## src/design/i2cm_pkg.sv

```systemverilog
// Package: shared types, sequencer step codes and register indexes for the I2C master bit engine.
`timescale 1ns / 1ps

package i2cm_pkg;

   localparam logic [15:0] HALF_PERIOD_RESET   = 16'd24;
   localparam logic [7:0]  STRETCH_LIMIT_RESET = 8'd2;
   localparam logic [7:0]  STRETCH_SATURATE    = 8'd255;
   localparam logic [3:0]  BITS_PER_BYTE       = 4'd8;

   // configuration register indexes
   localparam logic CSR_HALF_PERIOD   = 1'b0;
   localparam logic CSR_STRETCH_LIMIT = 1'b1;

   // command codes
   typedef enum logic [1:0] {
      MODE_START = 2'd0,
      MODE_STOP  = 2'd1,
      MODE_WRITE = 2'd2,
      MODE_READ  = 2'd3
   } mode_type;

   // sequencer steps; each SCL wait step is followed directly by its successor code
   typedef enum logic [4:0] {
      Q_IDLE   = 5'd0,
      Q_FIN    = 5'd1,
      Q_ST_A   = 5'd2,
      Q_ST_B   = 5'd3,
      Q_ST_BW  = 5'd4,
      Q_ST_C   = 5'd5,
      Q_ST_D   = 5'd6,
      Q_SP_A   = 5'd7,
      Q_SP_B   = 5'd8,
      Q_SP_BW  = 5'd9,
      Q_SP_C   = 5'd10,
      Q_W_BIT  = 5'd11,
      Q_W_HI   = 5'd12,
      Q_W_HIW  = 5'd13,
      Q_W_LO   = 5'd14,
      Q_W_AREL = 5'd15,
      Q_W_AHI  = 5'd16,
      Q_W_AHIW = 5'd17,
      Q_W_ALO  = 5'd18,
      Q_R_REL  = 5'd19,
      Q_R_HI   = 5'd20,
      Q_R_HIW  = 5'd21,
      Q_R_LO   = 5'd22,
      Q_R_ACK  = 5'd23,
      Q_R_AHI  = 5'd24,
      Q_R_AHIW = 5'd25,
      Q_R_ALO  = 5'd26,
      Q_R_END  = 5'd27
   } step_type;

   typedef struct packed {
      logic       cmd_valid;
      logic [1:0] mode;
      logic [7:0] write_byte;
      logic       send_ack;
      logic       scl_level;
      logic       sda_level;
      logic       ms_strobe;
   } req_type;

   typedef struct packed {
      logic       scl_out;
      logic       sda_out;
      logic       busy_res;
      logic       done_res;
      logic [7:0] read_byte;
      logic       ack_seen;
      logic       bus_error;
   } rsp_type;

endpackage

```

## src/design/i2cm_seq.sv

```systemverilog
// Bit-timing sequencer: configuration registers, engine state and the per-tick step logic.
`timescale 1ns / 1ps

module i2cm_seq
   import i2cm_pkg::*;
(
   input  logic        clock,
   input  logic        reset,
   input  logic        csr_write_enable,
   input  logic        csr_index,
   input  logic [15:0] csr_write_data,
   input  logic        step_en,
   input  req_type     req,
   output rsp_type     rsp
);

   logic [15:0] half_period_ff, half_period_in;
   logic [7:0]  stretch_limit_ff, stretch_limit_in;

   step_type    step_ff, step_in;
   logic [3:0]  bit_ff, bit_in;
   logic [7:0]  shift_ff, shift_in;
   logic [15:0] delay_ff, delay_in;
   logic [7:0]  stretch_ff, stretch_in;
   logic        scl_ff, scl_in;
   logic        sda_ff, sda_in;
   logic [1:0]  op_ff, op_in;
   logic        ack_send_ff, ack_send_in;
   logic        ack_latch_ff, ack_latch_in;

   always_comb begin
      half_period_in   = half_period_ff;
      stretch_limit_in = stretch_limit_ff;
      if (csr_write_enable) begin
         unique case (csr_index)
            CSR_HALF_PERIOD:   half_period_in   = csr_write_data;
            CSR_STRETCH_LIMIT: stretch_limit_in = csr_write_data[7:0];
            default: ;
         endcase
      end
   end

   always_comb begin
      logic [7:0] lim;
      logic       done;
      logic       err;
      logic [7:0] rbyte;
      logic       ack;
      step_type   nxt;

      step_in      = step_ff;
      bit_in       = bit_ff;
      shift_in     = shift_ff;
      delay_in     = delay_ff;
      stretch_in   = stretch_ff;
      scl_in       = scl_ff;
      sda_in       = sda_ff;
      op_in        = op_ff;
      ack_send_in  = ack_send_ff;
      ack_latch_in = ack_latch_ff;
      done         = 1'b0;
      err          = 1'b0;
      rbyte        = 8'd0;
      ack          = 1'b0;
      lim          = (stretch_limit_ff == 8'd0) ? 8'd1 : stretch_limit_ff;
      nxt          = step_type'(5'(step_ff) + 5'd1);

      if (step_ff == Q_IDLE && req.cmd_valid) begin
         op_in        = req.mode;
         shift_in     = (mode_type'(req.mode) == MODE_WRITE) ? req.write_byte : 8'd0;
         ack_send_in  = req.send_ack;
         ack_latch_in = 1'b0;
         bit_in       = 4'd0;
         delay_in     = 16'd0;
         stretch_in   = 8'd0;
         unique case (mode_type'(req.mode))
            MODE_START: step_in = Q_ST_A;
            MODE_STOP:  step_in = Q_SP_A;
            MODE_WRITE: step_in = Q_W_BIT;
            MODE_READ:  step_in = Q_R_REL;
            default:    step_in = Q_IDLE;
         endcase
         nxt = step_type'(5'(step_in) + 5'd1);
      end

      if (step_in != Q_IDLE) begin
         if (delay_in != 16'd0) begin
            delay_in = delay_in - 16'd1;
         end else begin
            unique case (step_in)
               Q_ST_BW, Q_SP_BW, Q_W_HIW, Q_W_AHIW, Q_R_HIW, Q_R_AHIW: begin
                  if (req.scl_level) begin
                     delay_in = half_period_ff;
                     step_in  = nxt;
                  end else if (req.ms_strobe) begin
                     if (stretch_in != STRETCH_SATURATE) begin
                        stretch_in = stretch_in + 8'd1;
                     end
                     if (stretch_in >= lim) begin
                        if (step_in == Q_SP_BW) begin
                           delay_in = 16'd0;
                           step_in  = nxt;
                        end else begin
                           done    = 1'b1;
                           err     = 1'b1;
                           step_in = Q_IDLE;
                        end
                     end
                  end
               end
               Q_ST_A: begin
                  sda_in = 1'b1; delay_in = half_period_ff; step_in = Q_ST_B;
               end
               Q_ST_C: begin
                  sda_in = 1'b0; delay_in = half_period_ff; step_in = Q_ST_D;
               end
               Q_SP_A: begin
                  sda_in = 1'b0; delay_in = half_period_ff; step_in = Q_SP_B;
               end
               Q_SP_C: begin
                  sda_in = 1'b1; delay_in = half_period_ff; step_in = Q_FIN;
               end
               Q_W_BIT: begin
                  sda_in = shift_in[7]; delay_in = half_period_ff; step_in = Q_W_HI;
               end
               Q_W_AREL: begin
                  sda_in = 1'b1; delay_in = half_period_ff; step_in = Q_W_AHI;
               end
               Q_R_REL: begin
                  sda_in = 1'b1; delay_in = half_period_ff; step_in = Q_R_HI;
               end
               Q_R_ACK: begin
                  sda_in = ~ack_send_in; delay_in = half_period_ff; step_in = Q_R_AHI;
               end
               Q_R_END: begin
                  sda_in = 1'b1; delay_in = half_period_ff; step_in = Q_FIN;
               end
               Q_ST_B, Q_SP_B, Q_W_HI, Q_W_AHI, Q_R_HI, Q_R_AHI: begin
                  scl_in     = 1'b1;
                  stretch_in = 8'd0;
                  delay_in   = 16'd0;
                  step_in    = nxt;
               end
               Q_ST_D: begin
                  scl_in = 1'b0; delay_in = half_period_ff; step_in = Q_FIN;
               end
               Q_W_LO: begin
                  shift_in = {shift_in[6:0], 1'b0};
                  bit_in   = bit_in + 4'd1;
                  scl_in   = 1'b0;
                  delay_in = half_period_ff;
                  step_in  = (bit_in < BITS_PER_BYTE) ? Q_W_BIT : Q_W_AREL;
               end
               Q_W_ALO: begin
                  ack_latch_in = ~req.sda_level;
                  scl_in       = 1'b0;
                  delay_in     = half_period_ff;
                  step_in      = Q_FIN;
               end
               Q_R_LO: begin
                  shift_in = {shift_in[6:0], req.sda_level};
                  bit_in   = bit_in + 4'd1;
                  scl_in   = 1'b0;
                  delay_in = half_period_ff;
                  step_in  = (bit_in < BITS_PER_BYTE) ? Q_R_HI : Q_R_ACK;
               end
               Q_R_ALO: begin
                  scl_in = 1'b0; delay_in = half_period_ff; step_in = Q_R_END;
               end
               Q_FIN: begin
                  done = 1'b1;
                  if (mode_type'(op_in) == MODE_WRITE) begin
                     ack = ack_latch_in;
                  end
                  if (mode_type'(op_in) == MODE_READ) begin
                     rbyte = shift_in;
                  end
                  step_in = Q_IDLE;
               end
               default: step_in = Q_IDLE;
            endcase
         end
      end

      rsp.scl_out   = scl_in;
      rsp.sda_out   = sda_in;
      rsp.busy_res  = (step_in != Q_IDLE);
      rsp.done_res  = done;
      rsp.read_byte = rbyte;
      rsp.ack_seen  = ack;
      rsp.bus_error = err;
   end

   always_ff @(posedge clock) begin
      if (reset) begin
         half_period_ff   <= HALF_PERIOD_RESET;
         stretch_limit_ff <= STRETCH_LIMIT_RESET;
      end else begin
         half_period_ff   <= half_period_in;
         stretch_limit_ff <= stretch_limit_in;
      end
   end

   always_ff @(posedge clock) begin
      if (reset) begin
         step_ff      <= Q_IDLE;
         bit_ff       <= 4'd0;
         shift_ff     <= 8'd0;
         delay_ff     <= 16'd0;
         stretch_ff   <= 8'd0;
         scl_ff       <= 1'b1;
         sda_ff       <= 1'b1;
         op_ff        <= 2'd0;
         ack_send_ff  <= 1'b0;
         ack_latch_ff <= 1'b0;
      end else if (step_en) begin
         step_ff      <= step_in;
         bit_ff       <= bit_in;
         shift_ff     <= shift_in;
         delay_ff     <= delay_in;
         stretch_ff   <= stretch_in;
         scl_ff       <= scl_in;
         sda_ff       <= sda_in;
         op_ff        <= op_in;
         ack_send_ff  <= ack_send_in;
         ack_latch_ff <= ack_latch_in;
      end
   end

`ifndef SYNTHESIS
   a_err_with_done: assert property (@(posedge clock) disable iff (reset)
      rsp.bus_error |-> (rsp.done_res && !rsp.busy_res))
      else $error("bus error without done");

   a_idle_follows_busy: assert property (@(posedge clock) disable iff (reset)
      step_en |=> ((step_ff == Q_IDLE) == !$past(rsp.busy_res)))
      else $error("engine state disagrees with reported busy");

   a_bit_count_range: assert property (@(posedge clock) disable iff (reset)
      step_en |=> (bit_ff <= BITS_PER_BYTE))
      else $error("bit counter ran past a byte");
`endif

endmodule

```

## src/design/i2cm_out.sv

```systemverilog
// Result register: holds one result beat and decides when the sequencer may advance.
`timescale 1ns / 1ps

module i2cm_out
   import i2cm_pkg::*;
(
   input  logic    clock,
   input  logic    reset,
   input  logic    req_valid,
   output logic    req_stall,
   output logic    step_en,
   input  rsp_type rsp_next,
   output logic    rsp_valid,
   input  logic    rsp_stall,
   output rsp_type rsp
);

   logic    valid_ff, valid_in;
   rsp_type data_ff;

   assign req_stall = valid_ff && rsp_stall;
   assign step_en   = req_valid && !req_stall;
   assign valid_in  = step_en || (valid_ff && rsp_stall);

   always_ff @(posedge clock) begin
      if (reset) begin
         valid_ff <= 1'b0;
      end else begin
         valid_ff <= valid_in;
      end
   end

   always_ff @(posedge clock) begin
      if (step_en) begin
         data_ff <= rsp_next;
      end
   end

   assign rsp_valid = valid_ff;
   assign rsp       = data_ff;

`ifndef SYNTHESIS
   a_beat_lands: assert property (@(posedge clock) disable iff (reset)
      step_en |=> valid_ff)
      else $error("accepted beat left no result");

   a_no_overwrite: assert property (@(posedge clock) disable iff (reset)
      (valid_ff && rsp_stall) |-> !step_en)
      else $error("held result overwritten");

   a_drain: assert property (@(posedge clock) disable iff (reset)
      (valid_ff && !rsp_stall && !req_valid) |=> !valid_ff)
      else $error("result repeated after delivery");
`endif

endmodule

```

## src/design/i2c_master_bit_engine.sv

```systemverilog
// Top level of the I2C master bit engine: port mapping around the sequencer and result register.
`timescale 1ns / 1ps

// Each request beat is one clock tick of the I2C bit sequencer, and each beat yields exactly one
// response beat carrying the line drives and status after that tick. A beat is taken every cycle
// unless stalled; the whole step is computed in one pass from the engine state and lands in the
// result register, so a response appears in the cycle after its request. The request side stalls
// only while a finished result is held by a stalled response side. Bus timing is set entirely by
// the beat count: half_period beats after every line change and stretch_limit_ms ms_strobe beats
// of SCL held low before a bus error. Configuration writes take effect on the next cycle.

module i2c_master_bit_engine
   import i2cm_pkg::*;
(
   input  logic        clock,
   input  logic        reset,
   input  logic        csr_write_enable,
   input  logic        csr_index,
   input  logic [15:0] csr_write_data,
   input  logic        req_valid,
   output logic        req_stall,
   input  logic        req_cmd_valid,
   input  logic [1:0]  req_mode,
   input  logic [7:0]  req_write_byte,
   input  logic        req_send_ack,
   input  logic        req_scl_level,
   input  logic        req_sda_level,
   input  logic        req_ms_strobe,
   output logic        rsp_valid,
   input  logic        rsp_stall,
   output logic        rsp_scl_out,
   output logic        rsp_sda_out,
   output logic        rsp_busy_res,
   output logic        rsp_done_res,
   output logic [7:0]  rsp_read_byte,
   output logic        rsp_ack_seen,
   output logic        rsp_bus_error
);

   req_type req;
   rsp_type rsp_next;
   rsp_type rsp;
   logic    step_en;

   assign req.cmd_valid  = req_cmd_valid;
   assign req.mode       = req_mode;
   assign req.write_byte = req_write_byte;
   assign req.send_ack   = req_send_ack;
   assign req.scl_level  = req_scl_level;
   assign req.sda_level  = req_sda_level;
   assign req.ms_strobe  = req_ms_strobe;

   i2cm_seq u_seq (
      .clock            (clock),
      .reset            (reset),
      .csr_write_enable (csr_write_enable),
      .csr_index        (csr_index),
      .csr_write_data   (csr_write_data),
      .step_en          (step_en),
      .req              (req),
      .rsp              (rsp_next)
   );

   i2cm_out u_out (
      .clock     (clock),
      .reset     (reset),
      .req_valid (req_valid),
      .req_stall (req_stall),
      .step_en   (step_en),
      .rsp_next  (rsp_next),
      .rsp_valid (rsp_valid),
      .rsp_stall (rsp_stall),
      .rsp       (rsp)
   );

   assign rsp_scl_out   = rsp.scl_out;
   assign rsp_sda_out   = rsp.sda_out;
   assign rsp_busy_res  = rsp.busy_res;
   assign rsp_done_res  = rsp.done_res;
   assign rsp_read_byte = rsp.read_byte;
   assign rsp_ack_seen  = rsp.ack_seen;
   assign rsp_bus_error = rsp.bus_error;

endmodule
```

## config.mk

```make
export PLATFORM = sky130hd
export DESIGN_NAME = i2c_master_bit_engine
export DESIGN_NICKNAME = d
export VERILOG_FILES = /design/src/design/i2cm_pkg.sv /design/src/design/i2cm_seq.sv /design/src/design/i2cm_out.sv /design/src/design/i2c_master_bit_engine.sv
export SDC_FILE = /design/constraint.sdc
export NUM_CORES = 1
export LEC_CHECK = 0
export ABC_AREA = 1
export BUFFER_PORTS_ARGS = -buffer_cell sky130_fd_sc_hd__buf_4
export CAP_MARGIN = 20
export CORE_AREA = 2 2 147 149
export DETAILED_ROUTE_END_ITERATION = 10
export DIE_AREA = 0 0 149 151
export PLACE_DENSITY_LB_ADDON = 0.08
export SYNTH_ARGS = -nofsm -noshare
export SYNTH_HDL_FRONTEND = slang
export SYNTH_SLANG_ARGS = --single-unit
```

## constraint.sdc

```tcl
create_clock -name clock -period 5.8 [get_ports clock]
set_input_delay 0.87 -clock clock [delete_from_list [all_inputs] [get_ports clock]]
set_output_delay 0.87 -clock clock [all_outputs]
set_load 0.01 [all_outputs]
```

# Word-level counts from Yosys, hierarchy flattened
# Cells that the tools add are included.
# Widths: inputs -> output; s select.
[word_totals] ff_bits=86 output_inout_bits=16 inputBits=37 word_cells=153
[op_classes] reduce_logical=25 magnitude_cmp=2 bitwise=8 n_mux=60 n_addsub=5 eq_ne=33
[op_table] operator="$mux 8" count=16
[op_table] operator="$mux 16" count=7
[op_table] operator="$pmux 5 s13" count=1
[op_table] operator="$eq 5x5->1 const B" count=12
[op_table] operator="$pmux 16 s3" count=1
[op_table] operator="$mux 5" count=9
[op_table] operator="$eq 5x4->1 const B" count=8
[op_table] operator="$pmux 8 s2" count=2
[op_table] operator="$eq 5x3->1 const B" count=4
[op_table] operator="$pmux 5 s4" count=1
[op_table] operator="$mux 4" count=4
[op_table] operator="$reduce_bool 16->1" count=1
[op_table] operator="$sub 16x1->16 const B" count=1
[op_table] operator="$reduce_or 14->1" count=1
[op_table] operator="$mux 1" count=13
[op_table] operator="$reduce_or 4->1" count=3
[op_table] operator="$reduce_or 6->1" count=2
[op_table] operator="$add 5x1->5 const B" count=2
[op_table] operator="$eq 5x2->1 const B" count=2
[op_table] operator="$reduce_bool 5->1" count=2
[op_table] operator="$reduce_or 5->1" count=2
[op_table] operator="$add 8x1->8 const B" count=1
[op_table] operator="$eq 2x2->1 const B" count=4
[op_table] operator="$ge 8x8->1" count=1
[op_table] operator="other kinds (19)" count=33

# Longest topological paths before layout
# Gate-level depths: netlist (run 1).
[depth] depth_word=18 depth_mapped=33 depth_no_buf=30

# By module
# A second synthesis (run 1) with hierarchy kept.
[hier_totals] hier_cells=942 hier_area_um2=6037.0
[by_module_without_submodules] module="i2cm_seq" seq_area_each_um2=1421.4 cells_each=922 area_per_inst_um2=5567.8 instances=1
[by_module_without_submodules] module="i2cm_out" seq_area_each_um2=440.4 cells_each=20 area_per_inst_um2=469.2 instances=1

# Least setup slack after synthesis (run 1)
# Ideal clock, no wire load.
[synth_path] path_type="input to register" startpoint="input port req_cmd_valid" endpoint="register u_out.data_ff (netlist bit u_out.rsp[11]) (data pin)" required_time_ps=5539 path_buffers=3 slack_ps=1522 setup_ps=261 stages=30 t_arrival_ps=4017 path_cell_list="inv_1 nor2_1 nand3_2 buf_4 buf_6 buf_2 nand2_1 inv_1 ha_1 nand3_1 nor3_2 nand3_2 o21a_1 ha_1 nand2_1 nand2_1 nand2_1 nand2_1 nand2_1 nand3_1 nand2_1 nor2_1 nor2_1 o21ai_1 nand2_1 nand2_1 nand2_1 o21ai_0 nor2_1 nand3_1"
[synth_lines] item="start: declaration" line_no="i2c_master_bit_engine.sv:22" rtl="input logic req_cmd_valid,"
[synth_lines] item="end signal: assignment" line_no="i2cm_out.sv:35" rtl="data_ff <= rsp_next;"
[synth_lines] item="end: declaration" line_no="i2cm_out.sv:19" rtl="rsp_type data_ff;"

==> results of run 1 <==
where the power goes:
part,total (W),internal [W],switching [W]
combinational,0.00147,0.000472,0.00100
clock,0.000577,0.000296,0.000281
sequential,0.000742,0.000692,0.0000504
total,0.00279,0.00146,0.00133
metal layers:
metal,vias to the layer above,part of all wire (%)
met4,0,2.3
met2,120,47
met1,2846,47
li1,3264,-
met5,-,0
met3,28,3.7
critical path, delay by kind of cell:
kind,cells,cell delay (ps)
AND/OR/NAND/NOR,20,2090
AO/OA/AOI/OAI,3,500
adder cells (fa/ha/maj),2,480
buffers and inverters,4,450
cell type report:
cell class              instances  area (µm²)  area share (%)
clock buffers                   9         225            3.19
clock inverters                 7        56.3           0.797
inverters                     135         507            7.17
multi-input cells             732        3630            51.4
flip-flops and latches         86        1860            26.3
well taps                     275         344            4.87
repair buffers                 59         443            6.27
cell usage after synthesis, types with 2 or more instances:
master / n
dfxtp_1: 72
o21a_1: 2
clkbuf_1: 29
o21ai_0: 93
nor2_2: 16
o22ai_1: 7
edfxtp_1: 14
o21ai_1: 12
nand3_2: 4
nor2_4: 4
nand3_1: 69
o21bai_1: 3
buf_6: 3
nor3_2: 3
inv_2: 14
inv_1: 121
buf_4: 3
nand4_1: 6
xor2_1: 12
nor3_1: 9
a21oi_1: 57
nor2_1: 122
ha_1: 16
nand3b_1: 2
nor4_1: 2
nand2_2: 8
buf_2: 4
a31oi_1: 8
o21ai_2: 2
o211ai_1: 7
nand2_1: 252
how the worst max path moves through the flow:
stage / startpoint / endpoint / cells after the start / slack [ps]
floorplan: req_cmd_valid / u_out.rsp[11] / 30 / 1520
global placement: req_cmd_valid / u_out.rsp[11] / 29 / 1210
detailed placement: req_cmd_valid / u_out.rsp[11] / 29 / 1150
CTS: req_cmd_valid / u_out.rsp[11] / 29 / 1520
global route: req_cmd_valid / u_out.rsp[11] / 29 / 1040
finish: req_cmd_valid / u_out.rsp[11] / 29 / 1520
sequential cells by signal, indices dropped and copies added, names as in the netlist, 2 cells and up:
signal                  cells
u_seq.delay_ff             16
u_seq.half_period_ff       16
u_out.rsp                  14
u_seq.shift_ff              8
u_seq.stretch_ff            8
u_seq.stretch_limit_ff      8
u_seq.step_ff               5
u_seq.bit_ff                4
u_seq.op_ff                 2
cells by family after synthesis:
group,Yosys count,share of synthesized area [%]
buffers and inverters,175,11.3
xor gates and xnor gates,13,1.84
and+or+nand+nor,505,36.1
adders and majority gates,16,3.24
DFF,86,30.1
AOI/OAI and AO/OA,198,17.5
through the flow:
stage	std cells	hold slack, ps
final	1303	453
after global routing	1303	489
after CTS	1303	457
after detailed placement	1287	446
after global placement	1287	450
after floorplan	993	425
==> flow_summary.ini, run 1 <==
[power_and_ir_drop]
ir_drop_v = 0.000175
p_per_area_nw_per_um2 = 395
p_leak_nw = 3.50
finalPower_w = 0.00279

[sta]
period_needed_ps = 4280
report.final.slew_viol_count = 0
fin_skew_ps = 15.0
fmax_mhz = 234
hold_viol = 0
setup_ws_ps = 1520
fin_crit_sh_pct = 73.8
max-slew-margin-rel_pct = 40.5
final-setup-viol-count = 0
tightest_slew_ps = 891
timing.setup.tns_ps = 0
grt_setup_unrepaired = false

[synthesis]
synth_top_area_share_pct = 23.3
synth_nets = 1046
synth_area_um2 = 6180
yosysSeqAreaShare_pct = 30.1
syn_avg_cell_area_um2 = 6.22
synthTopCellsByArea = dfxtp_1, nand2_1, o21ai_0, nor2_1, inv_1
synth.distinct_cells = 48
post-synth-top-area-cell = dfxtp_1
yosys_register_bits = 86
syn_inst = 993
yosys_warnings = 0
synthFlopType = dfxtp_1
synth_edf_count = 14
synthArstFlopShare_pct = 0

[drt]
viasPerCell = 4.80
wl_mm = 19.4
ant_nets = 0
drt_iter0_markers = 416
wl_per_cell_um = 14.9
drc = 0
drt-pass1-iter-count = 5
dr_total_vias = 6258

[worst_setup_path]
arrival_ps = 4380
crit_path_end_kind = flop
cp_max_fo = 13
critPathMostFrequentCell = nand2_1
reg2reg_from = u_seq.step_ff[2]
reg2reg_slack_ps = 1670
ff2ff_path_depth = 27
cp-start-kind = input port
cp_slowest_cell = ha_1
crit_path_max_incr_delay_ps = 310
r2r-end = u_out.rsp[11]
critPathKind = input port to flop
critical_path_required_ps = 5900

[layout]
fin_util_pct = 33.9
mostFrequentLayoutCells = nand2_1, nor2_1, inv_1
fillers = 2391
layout_commonest_cell = nand2_1
fin_area_um2 = 7070
drive_above_1_share_pct = 13.1
fin_nets = 1076
diodes = 0
areaGrowthSynthToFinish_pct = 14.4

[worst_hold_path]
hp-start = u_seq.ack_send_ff
hp-class = flop to flop
hold_depth = 2
worstHoldEndpoint = u_seq.ack_send_ff

[placed_design]
pre_cts_ws_ps = 1150
port_buffers = 52
post_dp_cell_area_um2 = 6790
hpwl_mm = 13.9
place_congestion = 0.895

[global_route]
grt_pass1_wl_mm = 32.0
grt_max_degree = 78
grt_pass1_vias = 6041
antenna_found_initial = 0
gr-usage-met3_pct = 2.95
grt_overflow = 0
grt_use_met2_pct = 30.6
grt_busiest_layer = met2
grt_use_total_pct = 18.0
met1_usage_pct = 23.5

[clock_network]
htreeDepth = 3
clkTransAtPathRegs_ps = 70
clock_sinks = 86
cts_tree = built
clock_latency_ps = 360
root_buffer = clkbuf_16
cts_buffer_depth = 2
post_cts_buffers = 0
post_cts_resize_count = 0
numCtsBuffers = 9
cts_hold_buf = 0

[die]
start_util_pct = 29.7
dieHeight_um = 151
num_rows = 53
die-area_um2 = 22500
core_um2 = 20800
die_w_um = 149
ios = 53

[run]
cap_violations = 0

[status]
status = finished, final reports clean
Power figures use the tool's default switching activity.
==> run 2, diff against run 1 <==
==> constraint.sdc (replaced) <==
create_clock -name clock -period 3.7 [get_ports clock]
set_input_delay 0.555 -clock clock [delete_from_list [all_inputs] [get_ports clock]]
set_output_delay 0.555 -clock clock [all_outputs]
set_load 0.01 [all_outputs]
==> run 2 against run 1 <==
Against the previous run:
- global-route usage rose by 0.20 points
- sequential share of layout area fell by 1.9 points
- sequential power rose by 56%
- register-to-register slack got worse by 1300 ps
- cell area rose by 8.1%
- clock power rose by 48%
- combinational power rose by 77%
- setup slack got worse by 1200 ps
- wire length rose by 1.5%
- largest power group unchanged
- highest routed layer unchanged
==> flow_summary.ini, run 2 (synthesized netlist as in run 1, its figures left out) <==
[worst_setup_path]
critical_path_required_ps = 3790
ff2ff_path_depth = 26
cp_max_fo = 8
cp-start-kind = flop
critPathKind = flop to flop
reg2reg_from = u_seq.step_ff[3]
reg2reg_slack_ps = 340
arrival_ps = 3460
r2r-end = u_out.rsp[11]
crit_end = u_out.rsp[11]
crit_path_end_kind = flop
startpoint = u_seq.step_ff[3]

[clock_network]
cts_buffer_depth = 2
clock_latency_ps = 350
cts_hold_buf = 0
cts_tree = built
root_buffer = clkbuf_16
clock_sinks = 86
clkTransAtPathRegs_ps = 70
numCtsBuffers = 9
htreeDepth = 3

[layout]
layout_commonest_cell = nand2_1
multi_input_comb_area_um2 = 3720
drive_above_1_share_pct = 19.0
diodes = 0
fillers = 2353
mostFrequentLayoutCells = nand2_1, inv_1, nor2_1
fin_nets = 1134
areaGrowthSynthToFinish_pct = 23.6
regArea_um2 = 1870

[drt]
wl_per_cell_um = 14.5
dr_total_vias = 6372
drt-pass1-iter-count = 5
wl_mm = 19.7
ant_nets = 0
drt_iter0_markers = 262
viasPerCell = 4.69
drc = 0

[power_and_ir_drop]
p_leak_nw = 3.82
p_per_area_nw_per_um2 = 604
ir_drop_v = 0.000240

[worst_hold_path]
hp-class = input port to flop

[die]
die-area_um2 = 22500
core_um2 = 20800
start_util_pct = 29.7
ios = 53
dieHeight_um = 151
num_rows = 53
die_w_um = 149

[placed_design]
place_congestion = 0.870
port_buffers = 52
pre_cts_ws_ps = -139
hpwl_mm = 14.4

[sta]
period_needed_ps = 3360
timing.setup.tns_ps = 0
fin_crit_sh_pct = 90.9
hold_viol = 0
final-setup-viol-count = 0
fmax_mhz = 297
report.final.slew_viol_count = 0
tightest_slew_ps = 884
fin_skew_ps = 9.89
max-slew-margin-rel_pct = 41.0
setup_ws_ps = 337
hold_slack_ps = 420
grt_setup_unrepaired = false

[global_route]
grt_pass1_vias = 6207
grt_use_total_pct = 18.2
grt_max_degree = 78
grt_overflow = 0
antenna_found_initial = 0
grt_pass1_wl_mm = 32.3

[run]
cap_violations = 0

[status]
status = finished, final reports clean
## run 2: worst min path at each step
stage	start	to	slack [ps]	cells after the start
2_1_floorplan	u_seq.ack_send_ff	u_seq.ack_send_ff	420	2
3_5_place_dp	u_seq.ack_send_ff	u_seq.ack_send_ff	440	2
6_report	csr_write_data[8]	u_seq.half_period_ff[8]	420	3
4_1_cts	csr_write_data[9]	u_seq.half_period_ff[9]	420	3
5_1_grt	csr_write_data[10]	u_seq.half_period_ff[10]	430	3
3_3_place_gp	u_seq.ack_send_ff	u_seq.ack_send_ff	450	2
## run 2: stage by stage
stage          util [%]  power (W)  cells  cell area, µm²
2_1_floorplan         -    0.00295    993            6230
3_3_place_gp       35.1    0.00378   1344            7310
3_5_place_dp       35.1    0.00377   1344            7310
4_1_cts            36.4    0.00465   1359            7570
5_1_grt            36.7    0.00505   1360            7640
6_report           36.7    0.00461   1360            7640
## run 2: repair_timing
action	4_1_cts	5_1_grt
resized for setup	0	15
buffers inserted	0	1
setup endpoints to repair	0	21
## run 2: worst max-delay path, cell delays in order (launching register included)
cell and delay (ps):
dfxtp_4 380, nor2_4 50, nand3_4 140, nand2_2 80, inv_2 80, ha_4 130
nand3_2 100, nor3_4 190, nand3_4 130, inv_1 120, nor2_1 50, inv_1 120
ha_1 260, a21oi_1 160, nand2_1 70, nand2_1 50, nand3_1 100, nand2_4 120
nor2_4 60, nor2_4 140, nand2_1 70, nand3_1 80, nand3_1 70, nand2_1 60
o21ai_0 90, nand2_1 100, nand3_1 80
## run 2: final cells by class
class | count | area share [%]
multi-input combinational | 732 | 48.7
tap | 275 | 4.50
inverter | 135 | 6.63
timing repair buffer | 117 | 12.3
clock inverter | 4 | 0.328
clock buffer | 11 | 3.05
sequential | 86 | 24.5
## run 2: per-layer routing
metal,share of wire (%),global-route usage (%)
met5,0,0
met4,1.4,4.43
met3,2.4,2.80
met2,49,33.2
met1,47,22.5
## run 2: report_power, final
group          switching [W]  internal, W
combinational        0.00164     0.000955
clock               0.000400     0.000452
sequential         0.0000777      0.00109
total                0.00212      0.00249
